--- src/hdl/order_book_ask_bid_matcher_defines.svh ---
// Assertion macros used by the order book matcher top level.
`ifndef ORDER_BOOK_ASK_BID_MATCHER_DEFINES_SVH
`define ORDER_BOOK_ASK_BID_MATCHER_DEFINES_SVH

// The condition holds at every clock edge outside reset.
`define OBM_ASSERT_ALWAYS(label, cond, msg) \
   label: assert property (@(posedge clock) disable iff (reset) (cond)) else $error(msg);

// The antecedent implies the consequent at the same clock edge.
`define OBM_ASSERT_IMPLY(label, ante, cons, msg) \
   label: assert property (@(posedge clock) disable iff (reset) (ante) |-> (cons)) \
      else $error(msg);

`endif

--- src/hdl/obm_pkg.sv ---
// Types, constants and codes shared by the order book matcher modules.
package obm_pkg;

   localparam int BOOK_DEPTH = 16;
   localparam int IDX_W      = $clog2(BOOK_DEPTH);
   localparam int CNT_W      = $clog2(BOOK_DEPTH + 1);
   localparam int PRODUCT_W  = 8;
   localparam int TIME_W     = 32;
   localparam int PRICE_W    = 32;
   localparam int QTY_W      = 32;

   localparam logic ACTION_INSERT = 1'b0;
   localparam logic ACTION_MATCH  = 1'b1;
   localparam logic SIDE_ASK      = 1'b0;
   localparam logic SIDE_BID      = 1'b1;
   localparam logic STATUS_OK     = 1'b0;
   localparam logic STATUS_FULL   = 1'b1;

   // Commands from the controller to the datapath.
   typedef struct packed {
      logic             insert;
      logic             start_match;
      logic             scan_feed;
      logic [IDX_W-1:0] scan_addr;
      logic             step_pop_bid;
      logic             step_sale;
      logic             finish;
   } obm_cmd_type;

   // Status from the datapath to the controller.
   typedef struct packed {
      logic [CNT_W-1:0] entry_count;
      logic             ask_valid;
      logic             bid_valid;
      logic             bid_empty;
      logic             price_short;
      logic             out_free;
      logic             pend_free;
   } obm_sts_type;

endpackage

--- src/hdl/obm_ctrl.sv ---
// Controller: sequences inserts, the table scan and the ask-bid walk.
module obm_ctrl
   import obm_pkg::*;
(
   input  logic        clock,
   input  logic        reset,
   input  logic        req_tvalid,
   input  logic        req_action,
   input  obm_sts_type sts,
   output logic        req_tready,
   output obm_cmd_type cmd
);

   typedef enum logic [1:0] {
      ST_IDLE,
      ST_SCAN,
      ST_WALK,
      ST_FINISH
   } state_type;

   state_type        state_ff, state_in;
   logic [CNT_W-1:0] scan_ff, scan_in;

   // Next state and commands.
   always_comb begin
      state_in   = state_ff;
      scan_in    = scan_ff;
      req_tready = 1'b0;
      cmd        = '0;
      unique case (state_ff)
         ST_IDLE: begin
            req_tready = sts.out_free;
            if (req_tvalid && sts.out_free) begin
               if (req_action == ACTION_INSERT) begin
                  cmd.insert = 1'b1;
               end else begin
                  cmd.start_match = 1'b1;
                  scan_in         = '0;
                  state_in        = ST_SCAN;
               end
            end
         end
         ST_SCAN: begin
            cmd.scan_addr = scan_ff[IDX_W-1:0];
            if (scan_ff == sts.entry_count) begin
               state_in = ST_WALK;
            end else begin
               cmd.scan_feed = 1'b1;
               scan_in       = scan_ff + 1'b1;
            end
         end
         ST_WALK: begin
            if (!sts.ask_valid || !sts.bid_valid) begin
               state_in = ST_FINISH;
            end else if (sts.bid_empty) begin
               cmd.step_pop_bid = 1'b1;
            end else if (sts.price_short) begin
               state_in = ST_FINISH;
            end else if (sts.pend_free) begin
               cmd.step_sale = 1'b1;
            end
         end
         ST_FINISH: begin
            if (sts.out_free) begin
               cmd.finish = 1'b1;
               state_in   = ST_IDLE;
            end
         end
         default: state_in = ST_IDLE;
      endcase
   end

   // State register.
   always_ff @(posedge clock) begin
      if (reset) begin
         state_ff <= ST_IDLE;
         scan_ff  <= '0;
      end else begin
         state_ff <= state_in;
         scan_ff  <= scan_in;
      end
   end

endmodule

--- config.mk ---
export PLATFORM = sky130hd
export DESIGN_NAME = obm_ctrl
export DESIGN_NICKNAME = d
export VERILOG_FILES = /design/src/hdl/order_book_ask_bid_matcher_defines.svh /design/src/hdl/obm_pkg.sv /design/src/hdl/obm_ctrl.sv
export SDC_FILE = /design/constraint.sdc
export NUM_CORES = 1
export LEC_CHECK = 0
export BUFFER_PORTS_ARGS = -buffer_cell sky130_fd_sc_hd__buf_4
export CAP_MARGIN = 25
export CORE_MARGIN = 5
export CORE_UTILIZATION = 50
export CTS_CLUSTER_SIZE = 30
export DETAILED_ROUTE_END_ITERATION = 16
export PLACE_DENSITY = 0.78
export SETUP_SLACK_MARGIN = 0.4
export SYNTH_ARGS = -nofsm -noshare
export SYNTH_HDL_FRONTEND = slang
export SYNTH_SLANG_ARGS = --single-unit
--- constraint.sdc ---
create_clock -name clock -period 3.3 [get_ports clock]
set_input_delay 0.495 -clock clock [delete_from_list [all_inputs] [get_ports clock]]
set_output_delay 0.495 -clock clock [all_outputs]
set_load 0.005 [all_outputs]
==> summary.md, run 1 <==
| Metric | Value |
|---|---|
| Final net count | ~130 |
| Hold Worst Slack | 0.495 ns |
| H-tree depth | 1 |
| Core area | 0.00128 sq mm |
| GPL Wtd Cong | approximately 0.85 |
| Max-slew violations | 0 |
| Worst Path Required | 2.80 ns |
| Most frequent cells in the layout | buf_4, inv_1, nand2_1 |
| Maxcap violations | 0 |
| Routed length per instance | 13.7 um |
| # DRC | 0 |
| Clock power frac | 0.250 |
| GRT Resource Usage Total | 0.184 |
| Multi-input logic area | slightly below 500 sq um |
| Chip Height | about 47 um |
| P_sw | approximately 0.00013 W |
| Worst path cell trace | inv_1 -> ha_1 -> inv_1 -> a21oi_2 -> buf_4 |
| Number of global-route vias before repair | roughly 660 |
| Reg-to-Reg Start | state_ff[0] |
| PD cells | ~370 mW/mm^2 |
| Hold Path Origin | reset |
| Io pins | 26 |
| Via density | ~5.5 |
| Family with the most delay on the worst path | buffers and inverters |
| First-pass GRT wire length | 2840 um |
| CP Capture Type | primary output |
| Fin Setup TNS | 0 ns |
| Final ANT Viol Nets | 0 |
| Slew HR | 0.763 |
| Fin Clk Skew | roughly 0.0053 ns |
| Distinct cells, synth | 31 |
| Share of cells above drive strength 1 | 0.304 |
| Iter 0 DRT Violations | 16 |
| Sequential power share | 0.299 |
| Syn_area_per_cell | approximately 8 sq um |
| Initial Util | 0.520 |
| FP Rows | 13 |
| Seq/Total Area, Yosys | 0.210 |
| Postcts setup bufs | 0 |
| Grt total ovfl | 0 |
| Mapped Cells | between 80 and 90 |
| Total vias in the final route | 701 |
| Worst path max stage delay | between 0.3 and 0.4 ns |
| Gate power share | 0.451 |
| P&R area growth vs syn | 34.3% |
| P_int | 0.000205 W |
| Fin cells | approximately 130 |
| Most common cell after layout, fill and taps aside | buf_4 |
| Clk Latency, worst-skew pair | 0.25 ns |
| Die Wd | 46.6 um |
| Final period util | 0.618 |
| Setup crit start | state_ff[1] |
| Final instance area | ~900 sq um |
| Fin. Hold Viols | 0 |
| Yosys warns | 0 |
| Lkg Pwr | a little under 0.4 nW |
| CTS sink count | 7 |
| Critical path's most frequent cell | inv_1 |
| Port Buffers | 25 |
| Setup CP Type | register to primary output |
| Worst slew pin tran | 0.355 ns |
| Hold Buf Count CTS | 0 |
| Sw frac | 0.379 |
| R2R Setup Slk | 1.47 ns |
| Post-DP HPWL | ~1400 um |
| Total Wirelength | between 1500 and 2000 um |
| CP max stage cell | dfxtp_1 |
| Min Tclk post-route | about 2 ns |
| Peak VDD IR | ~340 uV |
| WP data arrival | around 1.6 ns |
| Clock transition at path regs | about 0.06 ns |
| Fmax achieved | roughly 500 MHz |
| Reg area | between 100 and 150 sq um |
| Layout fillers | between 100 and 150 |
| Largest net degree at the start of global routing | 15 |
| Mapped Area | about 670 sq um |
| CTS tree | done |
| Final setup violation count | 0 |
| Die ar. | between 0.002 and 0.0025 sq mm |
| Detailed Routing Iterations Pass 1 | 4 |
| HP Class | input port to register |
| Status | complete, no violations |
| Antenna violations before repair | 0 |
| Yosys reg bits | 7 |
| Clock buffer count from CTS | 3 |
| Clock buffer depth | 2 |
| Clock root buffer | clkbuf_4 |
| Unrepaired setup endpoints after global routing | false |
| Cell count after placement | roughly 120 |
| Buf+Inv Stages, Crit Path | 3 |
| Crit start category | register |
| Worst-path fanout max | 8 |
| Cts repair resizes | 0 |
| Syn Nets | 105 |
| # diodes | 0 |
| Post-place instance area | 871 sq um |
per-stage QoR:
step / utilization / worst slack [ns] / total power, W
after floorplan: - / 1.61 / 0.000198
after global placement: 0.678 / 1.43 / 0.000247
after detailed placement: 0.678 / 1.41 / 0.000250
after CTS: 0.698 / 1.24 / 0.000333
after global routing: 0.698 / 1.13 / 0.000355
final: 0.698 / 1.26 / 0.000331
power by group through the flow:
stage               clock (W)  sequential, W  combinational (W)
floorplan                   0      0.0000991          0.0000991
finish              0.0000826      0.0000990           0.000149
CTS                 0.0000840      0.0000991           0.000150
global route        0.0000906       0.000100           0.000164
detailed placement          0       0.000101           0.000149
global placement            0       0.000100           0.000148
flip-flops by register name, indices dropped and copies added, names as in the netlist:
name / cells
scan_ff: 5
state_ff: 2
synth_stat cells (all sizes together):
cell      n  area share
o2111a    1       0.019
nand3     3       0.022
a31oi     2       0.019
o21ai     3       0.022
dfxtp     7        0.21
a41o      1       0.017
nand3b    2       0.022
a21oi     4       0.041
o311ai    2       0.026
nor4      1      0.0094
ha        6        0.11
o2bb2ai   1       0.013
and2      3       0.028
o221a     1       0.017
mux2i     2       0.030
nor3      1      0.0075
o21bai    1       0.011
a2111oi   1       0.041
nor4b     1       0.013
and3b     1       0.013
nand2     9       0.051
nand2b    5       0.047
clkbuf    1      0.0056
inv      10       0.056
or4       3       0.034
xnor2     3       0.039
o2111ai   1       0.013
o221ai    1       0.013
nor2      6       0.034
and4      1       0.013
worst paths after layout:
kind / cells after the start / end
worst min-delay path: 2 / scan_ff[3]
worst min register to register: 2 / scan_ff[4]
worst max register to register: 6 / scan_ff[1]
worst max-delay path: 5 / cmd[7]
cells by family (layout without fill, tap and decap cells):
kind of cell             after synthesis  count (layout)  synth area share
XOR/XNOR                               3               3            0.0393
multiplexers                           2               2            0.0300
flip-flops                             7               7             0.210
buffers and inverters                 11              39            0.0618
AO/OA/AOI/OAI                         19              19             0.253
adder cells (fa/ha/maj)                6               6             0.112
AND/OR/NAND/NOR                       36              36             0.294
routing by layer:
| metal | wire [um] | track usage | vias to the layer above | part of all wire |
|---|---|---|---|---|
| li1 | - | - | 358 | - |
| met1 | 733 | 0.223 | 322 | 0.42 |
| met2 | 878 | 0.316 | 19 | 0.51 |
| met3 | 111 | 0.0352 | 2 | 0.064 |
| met4 | 13 | 0.0682 | 0 | 0.0075 |
| met5 | 0 | 0 | - | 0 |
area by class of cell:
cell class	instances	share of cell area
tap	15	0.0209
clock buffer	4	0.0293
sequential	7	0.156
multi-input combinational	66	0.543
inverter	10	0.0418
timing repair buffer	25	0.209
No activity file was read; power rests on OpenSTA's default activity.
==> run 2, diff against run 1 <==
--- a/config.mk
+++ b/config.mk
@@ -5,13 +5,15 @@
 export SDC_FILE = /design/constraint.sdc
 export NUM_CORES = 1
 export LEC_CHECK = 0
+export ABC_AREA = 1
 export BUFFER_PORTS_ARGS = -buffer_cell sky130_fd_sc_hd__buf_4
 export CAP_MARGIN = 25
+export CORE_ASPECT_RATIO = 1.1
 export CORE_MARGIN = 5
-export CORE_UTILIZATION = 50
+export CORE_UTILIZATION = 48
 export CTS_CLUSTER_SIZE = 30
 export DETAILED_ROUTE_END_ITERATION = 16
-export PLACE_DENSITY = 0.78
+export PLACE_DENSITY = 0.74
 export SETUP_SLACK_MARGIN = 0.4
 export SYNTH_ARGS = -nofsm -noshare
 export SYNTH_HDL_FRONTEND = slang
==> constraint.sdc (replaced) <==
create_clock -name clock -period 2.1 [get_ports clock]
set_input_delay 0.315 -clock clock [delete_from_list [all_inputs] [get_ports clock]]
set_output_delay 0.315 -clock clock [all_outputs]
set_load 0.005 [all_outputs]
==> run 2 against run 1 <==
Against the previous run:
- worst setup slack lost 0.78 ns
- highest routed layer unchanged
- critical endpoint is now cmd[8]
- sequential share of layout area decreased by 0.95 points
- critical path type unchanged
- final cell count up 29%
- sequential cell count unchanged
- synthesized cell count increased by 39%
- die area increased by 11%
- register-to-register slack lost 0.92 ns
- utilization rose by 3.2 points
- largest cell class unchanged
- clock power is 49% higher
- via count is 11% higher
- global-route usage fell by 2.7 points
==> summary.md, run 2 <==
| Metric | Value |
|---|---|
| Largest area contributor in the netlist | dfxtp_1 |
| Share of the synthesized area in the top cell type | 0.192 (-0.0176) |
| Min Tclk post-route | approximately 1.6 ns |
| Most instantiated library cell after synthesis | nand2_1 |
| Async S/R FF share, synth | 0 (unchanged) |
| Detailed Routing Iterations Pass 1 | 4 (unchanged) |
| Die ar. | 0.00240 sq mm (+11%) |
| Status | complete, no violations |
| Number of synthesized flops with an enable pin | 0 (unchanged) |
| Clock buffer depth | 2 (unchanged) |
| Seq/Total Area, Yosys | 0.192 (-0.0176) |
| Clock root buffer | clkbuf_4 |
| GPL Wtd Cong | 0.802 (-5.9%) |
| Total vias in the final route | 775 (+11%) |
| Yosys warns | 0 (unchanged) |
| PD cells | 1030 mW/mm^2 (+180%) |
| Post-DP HPWL | 1360 um (-5.2%) |
| Unrepaired setup endpoints after global routing | false |
| Worst slew pin tran | 0.273 ns (-0.0823 ns) |
| WP data arrival | 1.30 ns (-0.25 ns) |
| Most frequent cells in the layout | buf_4, nand2_1, inv_1 |
| Max-slew violations | 0 (unchanged) |
| Yosys reg bits | 7 (unchanged) |
| Final Core Density | 0.730 (+0.0322) |
| R2R Setup Slk | 0.55 ns (-0.92 ns) |
| First-pass GRT wire length | 2810 um (-0.95%) |
| CP Capture Type | primary output |
| Largest net degree at the start of global routing | 10 (-5) |
| Fin Clk Skew | 0.00190 ns (-0.00340 ns) |
| Multi-input logic area | 508 sq um (+4.4%) |
| Share of cells above drive strength 1 | 0.439 (+0.136) |
| # DRC | 0 (unchanged) |
| Worst path cell trace | inv_1 -> ha_1 -> inv_1 -> nor3_1 -> buf_4 |
| Clock transition at path regs | 0.05 ns (about the same) |
| Family with the most delay on the worst path | buffers and inverters |
| Biggest regs | scan_ff: 5 flops, state_ff: 2 flops |
| Final period util | 0.771 |
| Total power | 0.00106 W (+220%) |
| # diodes | 0 (unchanged) |
| Fin. Hold Viols | 0 (unchanged) |
| Distinct cells, synth | 27 (-13%) |
| CTS sink count | 7 (unchanged) |
| Layout fillers | 123 (+4.2%) |
| Slew HR | 0.818 (+0.0547) |
| Fin Setup TNS | 0 ns (unchanged) |
| FP Rows | 14 (+1) |
| Hold Path Origin | reset |
| H-tree depth | 1 (unchanged) |
| Total Wirelength | 1810 um (+4.4%) |
| Setup CP Type | register to primary output |
| Syn Nets | 138 (+31%) |
| Worst-path fanout max | 5 (-3) |
| Top cells by count, synth | nand2_1, inv_1, nor2_1 |
| Depth of the worst register-to-register path | 8 (+2) |
| Fmax achieved | a little over 600 MHz |
| Critical path's most frequent cell | inv_1 |
| Number of global-route vias before repair | 682 (+3.6%) |
| Syn_area_per_cell | 6.23 sq um (-22%) |
| Reg-to-Reg Start | state_ff[0] |
| Lkg Pwr | 0.572 nW (+47%) |
| Chip Height | 50.9 um (+9.3%) |
| Port Buffers | 25 (unchanged) |
| Clock buffer count from CTS | 3 (unchanged) |
| Main synth FF type | dfxtp_1 |
| Maxcap violations | 0 (unchanged) |
| Hold path cells | 2 (unchanged) |
| Routed length per instance | 11.0 um (-19%) |
| HP Class | input port to register |
| CP max stage cell | dfxtp_1 |
| Most flops, register | scan_ff |
| P&R area growth vs syn | 40.3% |
| Leading post-synthesis cells by cell area | dfxtp_1, nand2_1, inv_1, ha_1, nand2_2 |
| Mapped Cells | 117 (+39%) |
| Final net count | 170 (+27%) |
| Max reg flops | 5 (unchanged) |
| Core area | 0.00140 sq mm (+9.1%) |
| Reg area | 150 sq um (+7.1%) |
| Buf+Inv Stages, Crit Path | 3 (unchanged) |
| Final ANT Viol Nets | 0 (unchanged) |
| Iter 0 DRT Violations | 10 (-6) |
| Initial Util | 0.521 (+0.000575) |
| GRT Resource Usage Total | 0.157 (-0.0275) |
| Final setup violation count | 0 (unchanged) |
| Mapped Area | 729 sq um (+9.2%) |
| Antenna violations before repair | 0 (unchanged) |
| Crit start category | register |
| Worst Path Required | 1.78 ns (-1.02 ns) |
| Grt total ovfl | 0 (unchanged) |
| Worst path max stage delay | 0.33 ns (about the same) |
| Clk Latency, worst-skew pair | 0.25 ns (about the same) |
| Via density | 4.73 (-14%) |
| Reg2reg end | state_ff[0] |
| Hold Buf Count CTS | 0 (unchanged) |
| Io pins | 26 (unchanged) |
| Hold endpoint | scan_ff[2] |
| CTS tree | done |
| Peak VDD IR | 742 uV (+120%) |
| Die Wd | 47.2 um (+1.3%) |
| Most common cell after layout, fill and taps aside | buf_4 |
==> run 2: cells by family (layout without fill, tap and decap cells) <==
kind of cell,Yosys count,in the layout,share of synthesized area
simple gates,65,65,0.449
xor+xnor,2,2,0.0240
buf+inv,29,60,0.165
fa+ha+maj,6,6,0.103
flops,7,7,0.192
compound gates,8,8,0.0669
==> run 2: worst max-delay path by stage <==
stage	end	depth (start not counted)	startpoint	slack, ns
2_1_floorplan	state_ff[0]	7	state_ff[0]	0.72
3_5_place_dp	state_ff[0]	8	state_ff[0]	0.53
3_3_place_gp	state_ff[0]	8	state_ff[0]	0.56
4_1_cts	cmd[8]	5	state_ff[0]	0.44
5_1_grt	cmd[7]	8	scan_ff[2]	0.39
6_report	cmd[8]	5	state_ff[1]	0.48
==> run 2: area by class of cell <==
class,count,area share
flip-flops and latches,7,0.147
well taps,16,0.0196
repair buffers,29,0.213
inverters,27,0.0990
multi-input cells,81,0.496
clock buffers,4,0.0257
==> run 2: per-stage QoR <==
step	std cells	hold WS, ns	area [sq um]	setup slack [ns]
after floorplan	117	0.377	729	0.719
after global placement	156	0.482	918	0.562
after detailed placement	156	0.488	918	0.526
after CTS	160	0.218	952	0.437
after global routing	164	0.225	1020	0.390
final	164	0.228	1020	0.480
==> run 2: power by group <==
group | switching (W) | internal (W)
registers | 0.0000680 | 0.000193
clock network | 0.0000500 | 0.0000725
logic | 0.000391 | 0.000281
total | 0.000509 | 0.000547
==> run 2: metal layers <==
layer  part of all wire  GRT usage  vias up
met3              0.031     0.0105        2
met2               0.49      0.235       13
met4              0.014     0.0829        0
met1               0.47      0.218      343
li1                   -          -      417
met5                  0          0        -
==> run 2: repair_timing <==
action                                  in CTS  in global routing
buffers inserted                             0                  4
endpoints found under the setup margin       2                  9
gates cloned                                 0                  0
pin swaps                                    0                  5
resized for setup                            3                 14
